`config.mk`:
```
export PLATFORM = sky130hd
export DESIGN_NAME = lru_device_name_cache
export DESIGN_NICKNAME = d
export VERILOG_FILES = /design/src/rtl/core/lrudn_pkg.sv /design/src/rtl/core/lrudn_probe.sv /design/src/rtl/core/lrudn_clean.sv /design/src/rtl/core/lru_device_name_cache.sv
export VERILOG_INCLUDE_DIRS = /design/src /design/src/rtl/core
export SDC_FILE = /design/constraint.sdc
export NUM_CORES = 2
export LEC_CHECK = 0
export BUFFER_PORTS_ARGS = -buffer_cell sky130_fd_sc_hd__buf_2
export CORE_ASPECT_RATIO = 1.1
export CORE_MARGIN = 2
export CORE_UTILIZATION = 55
export CTS_CLUSTER_SIZE = 10
export DETAILED_ROUTE_END_ITERATION = 6
export PLACE_DENSITY = 0.77
export SLEW_MARGIN = 25
export SYNTH_ARGS = -nofsm -noshare
export SYNTH_HDL_FRONTEND = slang
export SYNTH_SLANG_ARGS = --single-unit
```
`constraint.sdc`:
```
create_clock -name clk -period 4.95 [get_ports clk]
set_clock_uncertainty 0.1 [all_clocks]
set_input_delay 0.2475 -clock clk [delete_from_list [all_inputs] [get_ports clk]]
set_output_delay 0.2475 -clock clk [all_outputs]
set_load 0.02 [all_outputs]
```
`src/rtl/core/lru_device_name_cache_assert.svh`:
```
// Assertion macros for the device name cache
`ifndef LRU_DEVICE_NAME_CACHE_ASSERT_SVH
`define LRU_DEVICE_NAME_CACHE_ASSERT_SVH

`ifndef SYNTHESIS

`define LRUDN_ASSERT_IMP(lbl, ante, cons) \
    lbl: assert property (@(posedge clk) disable iff (!rst_n) (ante) |-> (cons)) \
        else $error("lrudn assertion failed");

`define LRUDN_ASSERT_NEXT(lbl, ante, cons) \
    lbl: assert property (@(posedge clk) disable iff (!rst_n) (ante) |=> (cons)) \
        else $error("lrudn assertion failed");

`else

`define LRUDN_ASSERT_IMP(lbl, ante, cons)

`define LRUDN_ASSERT_NEXT(lbl, ante, cons)

`endif

`endif

```
`src/rtl/core/lrudn_pkg.sv`:
```
// Shared types, constants and helpers for the device name cache
package lrudn_pkg;

    localparam int ENTRIES    = 5;
    localparam int NAME_WORDS = 4;
    localparam int KEY_W      = 56;
    localparam int STAMP_W    = 32;
    localparam int WORD_W     = 64;
    localparam int SLOT_W     = (ENTRIES > 1) ? $clog2(ENTRIES) : 1;
    localparam int WIDX_W     = $clog2(NAME_WORDS);
    localparam int SCAN_LEN   = (ENTRIES > NAME_WORDS) ? ENTRIES : NAME_WORDS;
    localparam int CNT_W      = (SCAN_LEN > 1) ? $clog2(SCAN_LEN) : 1;

    localparam logic CMD_STORE  = 1'b0;
    localparam logic CMD_LOOKUP = 1'b1;

    typedef struct packed {
        logic        command;
        logic [47:0] dev_address;
        logic [7:0]  dev_addr_kind;
        logic [63:0] name_word0;
        logic [63:0] name_word1;
        logic [63:0] name_word2;
        logic [63:0] name_word3;
        logic [31:0] now_ms;
    } lrudn_req_t;

    typedef struct packed {
        logic        hit;
        logic [2:0]  entry_slot;
        logic [63:0] out_name0;
        logic [63:0] out_name1;
        logic [63:0] out_name2;
        logic [63:0] out_name3;
    } lrudn_rsp_t;

    typedef struct packed {
        logic match;
        logic older;
    } lrudn_probe_t;

    typedef logic [WORD_W-1:0] name_t [NAME_WORDS];

    function automatic logic [KEY_W-1:0] req_key(input lrudn_req_t req);
        return {req.dev_addr_kind, req.dev_address};
    endfunction

    function automatic logic [WORD_W-1:0] req_word(input lrudn_req_t req,
                                                   input logic [WIDX_W-1:0] idx);
        logic [WORD_W-1:0] w;
        case (idx)
            2'd0:    w = req.name_word0;
            2'd1:    w = req.name_word1;
            2'd2:    w = req.name_word2;
            default: w = req.name_word3;
        endcase
        return w;
    endfunction

endpackage

```
`src/rtl/core/lrudn_probe.sv`:
```
// Shared compare unit: key equality and timestamp ordering for one entry
module lrudn_probe
    import lrudn_pkg::*;
(
    input  logic [KEY_W-1:0]   entry_key,
    input  logic [KEY_W-1:0]   probe_key,
    input  logic [STAMP_W-1:0] entry_stamp,
    input  logic [STAMP_W-1:0] best_stamp,
    output lrudn_probe_t       verdict
);

    assign verdict.match = (entry_key == probe_key);
    assign verdict.older = (entry_stamp < best_stamp);

endmodule

```
`src/rtl/core/lrudn_clean.sv`:
```
// Name word cleaner: zero every byte from the first zero byte onwards, and the final byte of the last word
module lrudn_clean
    import lrudn_pkg::*;
(
    input  logic [WORD_W-1:0] word_in,
    input  logic              ended_in,
    input  logic              last_word,
    output logic [WORD_W-1:0] word_out,
    output logic              ended_out
);

    logic [8:0] ended_chain;

    always_comb
    begin
        ended_chain[0] = ended_in;
        for (int b = 0; b < 8; b++)
        begin
            ended_chain[b+1] = ended_chain[b] || (word_in[8*b +: 8] == 8'h00)
                               || (last_word && (b == 7));
            word_out[8*b +: 8] = ended_chain[b+1] ? 8'h00 : word_in[8*b +: 8];
        end
    end

    assign ended_out = ended_chain[8];

endmodule

```
`src/rtl/core/lru_device_name_cache.sv`:
```
// Top level: device name cache with entry scan sequencer and stores
//
//   channel   direction  handshake            payload
//   request   in         start && !busy       lrudn_req_t
//   result    out        done (one cycle)     lrudn_rsp_t
//
// An accepted request enters the SCAN state, which compares one entry
// through the shared probe unit and cleans one name word per cycle; the
// FINISH state then updates the stores and registers the result.
// busy is low again in the cycle that carries done, so a new request may
// be accepted there. Reset clears all stores to zero at once; no sweep.
// The receiver cannot stall: done stands for exactly one cycle.
module lru_device_name_cache
    import lrudn_pkg::*;
(
    input  logic       clk,
    input  logic       rst_n,
    input  logic       start,
    output logic       busy,
    input  lrudn_req_t request,
    output logic       done,
    output lrudn_rsp_t result
);

`include "lru_device_name_cache_assert.svh"

    typedef enum logic [1:0] {IDLE, SCAN, FINISH} state_t;

    state_t              state_reg,  state_next;
    logic [CNT_W-1:0]    cnt_reg,    cnt_next;
    lrudn_req_t          req_reg,    req_next;
    logic                found_reg,  found_next;
    logic [SLOT_W-1:0]   slot_reg,   slot_next;
    logic [SLOT_W-1:0]   victim_reg, victim_next;
    logic [STAMP_W-1:0]  oldest_reg, oldest_next;
    logic                ended_reg,  ended_next;
    name_t               clean_reg,  clean_next;
    logic                done_reg,   done_next;
    lrudn_rsp_t          result_reg, result_next;

    logic [KEY_W-1:0]    key_store_reg   [ENTRIES];
    logic [KEY_W-1:0]    key_store_next  [ENTRIES];
    logic [STAMP_W-1:0]  stamp_store_reg [ENTRIES];
    logic [STAMP_W-1:0]  stamp_store_next[ENTRIES];
    name_t               name_store_reg  [ENTRIES];
    name_t               name_store_next [ENTRIES];

    logic [SLOT_W-1:0]   eidx;
    logic [WIDX_W-1:0]   widx;
    logic                entry_live;
    logic                word_live;
    logic [SLOT_W-1:0]   target;
    lrudn_probe_t        verdict;
    logic [WORD_W-1:0]   word_clean;
    logic                word_ended;

    assign eidx       = SLOT_W'(cnt_reg);
    assign widx       = WIDX_W'(cnt_reg);
    assign entry_live = ({1'b0, cnt_reg} < (CNT_W+1)'(ENTRIES));
    assign word_live  = ({1'b0, cnt_reg} < (CNT_W+1)'(NAME_WORDS));
    assign target     = found_reg ? slot_reg : victim_reg;

    lrudn_probe u_probe (
        .entry_key   (key_store_reg[entry_live ? eidx : '0]),
        .probe_key   (req_key(req_reg)),
        .entry_stamp (stamp_store_reg[entry_live ? eidx : '0]),
        .best_stamp  (oldest_reg),
        .verdict     (verdict)
    );

    lrudn_clean u_clean (
        .word_in   (req_word(req_reg, widx)),
        .ended_in  (ended_reg),
        .last_word (widx == WIDX_W'(NAME_WORDS - 1)),
        .word_out  (word_clean),
        .ended_out (word_ended)
    );

    always_comb
    begin
        state_next       = state_reg;
        cnt_next         = cnt_reg;
        req_next         = req_reg;
        found_next       = found_reg;
        slot_next        = slot_reg;
        victim_next      = victim_reg;
        oldest_next      = oldest_reg;
        ended_next       = ended_reg;
        clean_next       = clean_reg;
        done_next        = 1'b0;
        result_next      = result_reg;
        key_store_next   = key_store_reg;
        stamp_store_next = stamp_store_reg;
        name_store_next  = name_store_reg;

        unique case (state_reg)
            IDLE:
            begin
                if (start)
                begin
                    req_next   = request;
                    cnt_next   = '0;
                    found_next = 1'b0;
                    ended_next = 1'b0;
                    state_next = SCAN;
                end
            end
            SCAN:
            begin
                if (entry_live)
                begin
                    if (verdict.match && !found_reg)
                    begin
                        found_next = 1'b1;
                        slot_next  = eidx;
                    end
                    if ((cnt_reg == '0) || verdict.older)
                    begin
                        oldest_next = stamp_store_reg[eidx];
                        victim_next = eidx;
                    end
                end
                if (word_live)
                begin
                    clean_next[widx] = word_clean;
                    ended_next       = word_ended;
                end
                if (cnt_reg == CNT_W'(SCAN_LEN - 1))
                    state_next = FINISH;
                else
                    cnt_next = cnt_reg + 1'b1;
            end
            FINISH:
            begin
                result_next     = '0;
                result_next.hit = found_reg;
                if (req_reg.command == CMD_STORE)
                begin
                    if (!found_reg)
                        key_store_next[target] = req_key(req_reg);
                    name_store_next[target]  = clean_reg;
                    stamp_store_next[target] = req_reg.now_ms;
                    result_next.entry_slot   = 3'(target);
                end
                else if (found_reg)
                begin
                    result_next.entry_slot = 3'(slot_reg);
                    result_next.out_name0  = name_store_reg[slot_reg][0];
                    result_next.out_name1  = name_store_reg[slot_reg][1];
                    result_next.out_name2  = name_store_reg[slot_reg][2];
                    result_next.out_name3  = name_store_reg[slot_reg][3];
                end
                done_next  = 1'b1;
                state_next = IDLE;
            end
            default:
                state_next = IDLE;
        endcase
    end

    always_ff @(posedge clk or negedge rst_n)
    begin
        if (!rst_n)
        begin
            state_reg  <= IDLE;
            cnt_reg    <= '0;
            req_reg    <= '0;
            found_reg  <= 1'b0;
            slot_reg   <= '0;
            victim_reg <= '0;
            oldest_reg <= '0;
            ended_reg  <= 1'b0;
            done_reg   <= 1'b0;
            result_reg <= '0;
            for (int i = 0; i < NAME_WORDS; i++)
                clean_reg[i] <= '0;
            for (int e = 0; e < ENTRIES; e++)
            begin
                key_store_reg[e]   <= '0;
                stamp_store_reg[e] <= '0;
                for (int i = 0; i < NAME_WORDS; i++)
                    name_store_reg[e][i] <= '0;
            end
        end
        else
        begin
            state_reg       <= state_next;
            cnt_reg         <= cnt_next;
            req_reg         <= req_next;
            found_reg       <= found_next;
            slot_reg        <= slot_next;
            victim_reg      <= victim_next;
            oldest_reg      <= oldest_next;
            ended_reg       <= ended_next;
            clean_reg       <= clean_next;
            done_reg        <= done_next;
            result_reg      <= result_next;
            key_store_reg   <= key_store_next;
            stamp_store_reg <= stamp_store_next;
            name_store_reg  <= name_store_next;
        end
    end

    assign busy   = (state_reg != IDLE);
    assign done   = done_reg;
    assign result = result_reg;

    `LRUDN_ASSERT_NEXT(a_finish_done, state_reg == FINISH, done)
    `LRUDN_ASSERT_NEXT(a_accept_busy, start && !busy, busy && !done)
    `LRUDN_ASSERT_IMP(a_slot_range, done, result.entry_slot < 3'(ENTRIES))
    `LRUDN_ASSERT_IMP(a_store_no_name, done && (req_reg.command == CMD_STORE), (result.out_name0 == '0) && (result.out_name3 == '0))

endmodule
```
# Word-level counts from Yosys, hierarchy flattened
# Cells that the tools add are included.
# Widths: inputs -> output; s select.
[word_totals]
reg_bits = 2627
wordCells = 175
[op_classes]
n_addsub = 1
n_lt_le_gt_ge = 10
eq_ne = 13
muxes = 51
bitwise_logic = 7
reduce_logical = 37
[op_table]
columns = ["cell", "count"]
rows = [
  ["$bwmux 1280", 1],
  ["$mux 256", 4],
  ["$bmux 256 s3", 1],
  ["$demux 256 s3", 1],
  ["$bwmux 280", 1],
  ["$mux 259", 1],
  ["$bwmux 256", 1],
  ["$bmux 32 s3", 2],
  ["$pmux 64 s3", 1],
  ["$bmux 56 s3", 1],
  ["$demux 56 s3", 1],
  ["$mux 56", 3],
  ["$bwmux 160", 1],
  ["$mux 32", 5],
  ["$demux 64 s2", 1],
  ["$demux 32 s3", 1],
  ["$logic_not 8->1", 8],
  ["$mux 64", 1],
  ["$mux 8", 8],
  ["$eq 56x56->1", 1],
  ["$lt 32x32->1", 1],
  ["$ge 4x4->1 const B", 4],
  ["$not 3->4", 4],
  ["$mux 3", 5],
  ["other kinds (25)", 61],
]

# Depth between registers and ports, before layout
[logic_depth]
word_depth = 14
mapped_depth = 23
depth_no_buf = 15

# Cells and area by module
# A second synthesis with hierarchy kept.
[unflattened]
cells_unflattened = 8171
hier_area_um2 = 112958.3
[by_module_without_submodules]
columns = ["mod", "n_inst", "cells_each", "area_per_inst_um2", "seq_area_each_um2"]
rows = [
  ["lru_device_name_cache", 1, 7867, 110915.1, 65738.0],
  ["lrudn_probe", 1, 183, 1383.8, 0.0],
  ["lrudn_clean", 1, 121, 659.4, 0.0],
]

# Worst setup path after synthesis
# No wires, ideal clock.
[synth_path]
kind = "register -> register"
from = "register cnt_reg[0]"
to = "register oldest_reg[10]"
setup_ns = 0.125
arrival_time_ns = 4.963
required_ns = 4.725
setup_slack_ns = -0.238
path_stages_with_launch = 23
path_buffers = 8
path_cell_list = "dfrtp_1 -> buf_6 -> buf_6 -> buf_6 -> buf_6 -> buf_4 -> clkbuf_1 -> buf_1 -> mux2_2 -> nand2_1 -> o21ai_0 -> nand2_1 -> nand2_1 -> ha_1 -> a21oi_1 -> nor3_1 -> a2111oi_0 -> o21ai_0 -> o221a_2 -> or4_1 -> o21ai_2 -> buf_2 -> mux2_2"
[synth_via]
elab_chain_cells = 9
elab_cells_between_ends = 14
[synth_rtl]
columns = ["item", "line", "source"]
rows = [
  ["from (decl)", "lru_device_name_cache.sv:30", "logic [CNT_W-1:0] cnt_reg, cnt_next;"],
  ["from (signal assigned)", "lru_device_name_cache.sv:188", "cnt_reg <= cnt_next;"],
  ["$lt 3x3->1", "lru_device_name_cache.sv:59", "assign entry_live = ({1'b0, cnt_reg} < (CNT_W+1)'(ENTRIES));"],
  ["$mux 3", "lru_device_name_cache.sv:66", ".entry_stamp (stamp_store_reg[entry_live ? eidx : '0]),"],
  ["$not 3->4", "lru_device_name_cache.sv:66", ""],
  ["$bmux 32 s3", "lru_device_name_cache.sv:66", ""],
  ["$mux 32 (2 in series)", "lru_device_name_cache.sv:66", ""],
  ["$lt 32x32->1", "lrudn_probe.sv:13", "assign verdict.older = (entry_stamp < best_stamp);"],
  ["$logic_or 1x1->1", "lru_device_name_cache.sv:117", "if ((cnt_reg == '0) || verdict.older)"],
  ["$reduce_and 3->1 (no source line)", "n/a", ""],
  ["to (signal assigned)", "lru_device_name_cache.sv:193", "oldest_reg <= oldest_next;"],
  ["to (decl)", "lru_device_name_cache.sv:35", "logic [STAMP_W-1:0] oldest_reg, oldest_next;"],
]
# Several ways; a longest one is shown, not always the timed one. The select of a mux whose other input is x is not followed.
# A chain may end at the register's enable or synchronous reset.

# Worst setup path after layout
[layout_path]
from = "register cnt_reg[0]"
to = "register clean_reg[184] in the netlist's numbering"
[layout_via]
elab_chain_cells = 14
elab_cells_between_ends = 32
[layout_rtl]
columns = ["item", "line", "source"]
rows = [
  ["$eq 2x2->1 (tied with other cells)", "lrudn_pkg.sv:51", "case (idx)"],
  ["$pmux 64 s3", "lrudn_pkg.sv:51", ""],
  ["$logic_not 8->1", "lrudn_clean.sv:19", "ended_chain[b+1] = ended_chain[b] || (word_in[8*b +: 8] == 8'h00)"],
  ["$logic_or 1x1->1 (8 in series)", "lrudn_clean.sv:19", ""],
  ["$logic_or 1x1->1", "lrudn_clean.sv:20", "|| (last_word && (b == 7));"],
  ["$mux 8", "lrudn_clean.sv:21", "word_out[8*b +: 8] = ended_chain[b+1] ? 8'h00 : word_in[8*b +: 8];"],
  ["$bwmux 256", "lru_device_name_cache.sv:125", "clean_next[widx] = word_clean;"],
  ["to (signal assigned)", "lru_device_name_cache.sv:195", "clean_reg <= clean_next;"],
  ["to (decl)", "lru_device_name_cache.sv:37", "name_t clean_reg, clean_next;"],
]
# Several ways; a longest one is shown, not always the timed one.

==> results.sh <==
export IMPL_seq_area_frac_synth_pct=57.7
export IMPL_finalSetupTns_ps=0
export IMPL_failed_checks="DRC"
export IMPL_min_period_ps=4900
export IMPL_start_util_pct=55.2
export IMPL_p_clk_share_pct=28.6
export IMPL_synthesis_nets=9020
export IMPL_critical_path_slowest_cell="ha_4"
export IMPL_setup_worst_path_end="clean_reg[184]$_DFFE_PN0P_"
export IMPL_die_area_um2=211000
export IMPL_worst_path_max_fanout=17
export IMPL_powerDensity_nw_per_um2=520
export IMPL_overflow=0
export IMPL_hp_class="input port to async pin"
export IMPL_htree_levels=5
export IMPL_syn_area_um2=114000
export IMPL_ant_nets=0
export IMPL_synth_edf_count=0
export IMPL_critPathBufInv=3
export IMPL_cts_root_buf="clkbuf_16"
export IMPL_cp_startpoint="cnt_reg[0]$_DFFE_PN0P_"
export IMPL_yosys_area_top_type="dfrtp_1"
export IMPL_post_place_ws_ps=164
export IMPL_comb_power_share_pct=29.0
export IMPL_avgSynthCellArea_um2=13.2
export IMPL_grt_pass1_vias=85236
export IMPL_reg2regPathDepth=13
export IMPL_seqPwrFrac_pct=42.5
export IMPL_final_max_slew_viol_count=0
export IMPL_clkSinkCount=2626
export IMPL_drc_errors=39
export IMPL_antenna_found_initial=44
export IMPL_grt_pass1_wl_um=541000
export IMPL_cts_buffers_inserted=316
export IMPL_p_leak_nw=65.6
export IMPL_gp_congestion=0.939
export IMPL_switching_share_pct=35.4
export IMPL_portBuffers=608
export IMPL_startpoint_type="flop"
export IMPL_cts_tree="built"
export IMPL_rows=175
export IMPL_clock_latency_ps=1010
export IMPL_yosysWarnings=0
export IMPL_p_switching_w=0.0250
export IMPL_peakVddDrop_mv=0.659
export IMPL_largest_reg_flops=1280
export IMPL_ys_seq_elements=2626
export IMPL_final_nets=10231
export IMPL_cp_depth=13
export IMPL_routedWlPerCell_um=28.6
export IMPL_synth_cells=8637
export IMPL_firstDrtPassIters=7
export IMPL_clkTransAtPathRegs_ps=60
export IMPL_endpoint_kind="flop"
export IMPL_cts_max_path_buffers=4
export IMPL_slew_limit_headroom_pct=21.3
export IMPL_period_share_pct=99.0
export IMPL_crit_required_ps=5700
export IMPL_cpLargestDelayFamily="compound AO/OA/AOI/OAI gates"
export IMPL_ios=610
export IMPL_fin_ws_ps=47.1
export IMPL_crit_chain="inv_2 > ha_4 > a222oi_1 > nand3_1 > o22ai_1 > buf_4 > a221oi_4 > nand3_2 > a221oi_4 > nand2_1 > buf_4 > or2_2 > o21ai_0"
export IMPL_slowest_delay_ps=640
export IMPL_routed_wl_um=362000
export IMPL_arrival_ps=5650
export IMPL_grt_max_degree=169
export IMPL_cap_violations=0
export IMPL_worst_pin_slew_ps=1160
export IMPL_grt_usage_pct=34.3
export IMPL_dp_final_hpwl_um=213000
export IMPL_avgViaCountPerCell=6.33
export IMPL_max_clock_freq_mhz=204
export IMPL_worstSetupPathType="flop to flop"
export IMPL_reg2reg_from="cnt_reg[0]$_DFFE_PN0P_"
export IMPL_synth_area_top_cells="dfrtp_1, mux2_2, mux4_2, nand2_1, o21ai_0"
export IMPL_reg2reg_slack_ps=50
export IMPL_syn_to_final_growth_pct=19.6
export IMPL_layout_drive_gt1_share_pct=36.1
export IMPL_synth_top_area_share_pct=57.7
export IMPL_setup_violations=0
export IMPL_vias=80099
export IMPL_rsz0062_at_grt="false"
export IMPL_outcome="complete, but fails checks"
export IMPL_drtIter0Drc=7514
export IMPL_die_h_um=481
export IMPL_synth_distinct_cells=80
export IMPL_coreArea_um2=206000
export IMPL_ys_flop_type="dfrtp_1"
export IMPL_die_w_um=438
export IMPL_reg2reg_to="clean_reg[184]$_DFFE_PN0P_"
export IMPL_p_int_w=0.0457
export IMPL_ys_async_sr_fraction_pct=100
export IMPL_hold_violations=0
==> through the flow <==
stage	power (W)	instances	area, um^2	util, %	hold WS, ps
after floorplan	0.0390	8637	114000	-	-148
after global placement	0.0479	11626	121000	58.7	190
after detailed placement	0.0488	11626	121000	58.7	205
after CTS	0.0693	12620	136000	65.9	0.560
after global routing	0.0730	12634	136000	65.9	19.1
final	0.0707	12655	136000	66.0	11.7
==> what timing repair did <==
| action | in CTS | in global routing |
|---|---|---|
| hold endpoints to repair | 1185 | 0 |
| resized for setup | 0 | 0 |
| endpoints found under the setup margin | 0 | 31 |
| setup buffers | 0 | 5 |
| hold buffers | 640 | 0 |
==> metal layers <==
layer  vias to the layer above  GRT usage, %  wire [um]
li1                      33235             -          -
met1                     41533          41.7     132000
met2                      3977          54.1     170000
met3                      1330          8.73      30500
met4                        24          23.5      29100
met5                         -         0.204        195
==> Yosys cell counts, types with 33 or more instances <==
| library cell | instances |
|---|---|
| buf_2 | 33 |
| mux4_2 | 256 |
| nor2b_1 | 281 |
| mux2i_1 | 122 |
| mux2_2 | 2053 |
| nand3_1 | 45 |
| a21oi_1 | 336 |
| a22oi_1 | 48 |
| nand2b_1 | 44 |
| inv_1 | 94 |
| o22ai_1 | 36 |
| ha_1 | 35 |
| clkbuf_1 | 491 |
| buf_1 | 71 |
| nor2_1 | 78 |
| nand2_1 | 907 |
| o21ai_0 | 668 |
| dfrtp_1 | 2626 |
| a222oi_1 | 36 |
==> worst reg2reg max path, cell delays in order, from the launching register on <==
cell and delay (ps):
dfrtp_4 540, inv_2 350, ha_4 640, a222oi_1 320
nand3_1 160, o22ai_1 170, buf_4 220, a221oi_4 420
nand3_2 240, a221oi_4 580, nand2_1 340, buf_4 240
or2_2 290, o21ai_0 160
==> cell usage in the layout, fill, tap and decap left out, types with 13 or more instances in the layout <==
master         synthesis  final
mux4_2               256    256
a22oi_1               48     48
o22ai_1               36     36
nand3_1               45     41
clkbuf_16              0    324
buf_2                 33    607
buf_12                 0     90
nor2_1                78     72
o21ai_1               24     25
inv_1                 94     94
nor2b_1              281    280
dfrtp_1             2626   2620
a2bb2oi_1             22     22
dlygate4sd3_1          0    639
a222oi_1              36     36
buf_4                  6    163
o31ai_1               31     31
nor4_1                13     13
nand2b_1              44     42
mux2i_1              122    119
a21oi_1              336    336
nand4_1               19     19
o221ai_1              25     25
nand2_1              907    900
ha_1                  35     31
o21ai_0              668    665
diode_2                0     28
mux2_2              2053   2053
==> how the worst min path moves through the flow <==
| stage | slack, ps | start | to | cells after the start |
|---|---|---|---|---|
| 5_1_grt | 20 | request[67] | req_reg[67]$_DFFE_PN0P_ | 3 |
| 3_5_place_dp | 200 | rst_n | result[197]$_DFFE_PN0P_ | 1 |
| 6_report | 10 | rst_n | result[194]$_DFFE_PN0P_ | 3 |
| 2_1_floorplan | -150 | rst_n | clean_reg[0]$_DFFE_PN0P_ | 0 |
| 4_1_cts | 0.6 | request[255] | req_reg[255]$_DFFE_PN0P_ | 3 |
| 3_3_place_gp | 190 | rst_n | result[202]$_DFFE_PN0P_ | 1 |
==> power by group through the flow <==
stage | Sequential [W] | Clock [W] | Combinational [W]
global route | 0.0304 | 0.0213 | 0.0214
finish | 0.0300 | 0.0202 | 0.0205
CTS | 0.0296 | 0.0202 | 0.0194
floorplan | 0.0279 | 0 | 0.0112
global placement | 0.0296 | 0 | 0.0183
detailed placement | 0.0299 | 0 | 0.0188
==> cells by family (layout without fill, tap and decap cells) <==
family | after synthesis | in the layout | synth area share (%)
compound gates | 1374 | 1374 | 7.05
other cells | 0 | 28 | 0
simple gates | 1459 | 1459 | 5.86
flops | 2626 | 2626 | 57.7
mux | 2433 | 2433 | 26.5
buf+inv | 705 | 1952 | 2.43
fa+ha+maj | 35 | 35 | 0.385
xor+xnor | 5 | 5 | 0.0385
==> cell type report <==
type                            count  area, um^2
Tap cell                         2743        3430
Timing Repair Buffer             1502       12500
Clock buffer                      343        8250
Sequential cell                  2626       65700
Inverter                           96         360
Antenna cell                       28        70.1
Clock inverter                     11         140
Multi-Input combinational cell   5306       45600
Fill cell                       14128       70200
Note: power is estimated with default switching activity, not from simulation.
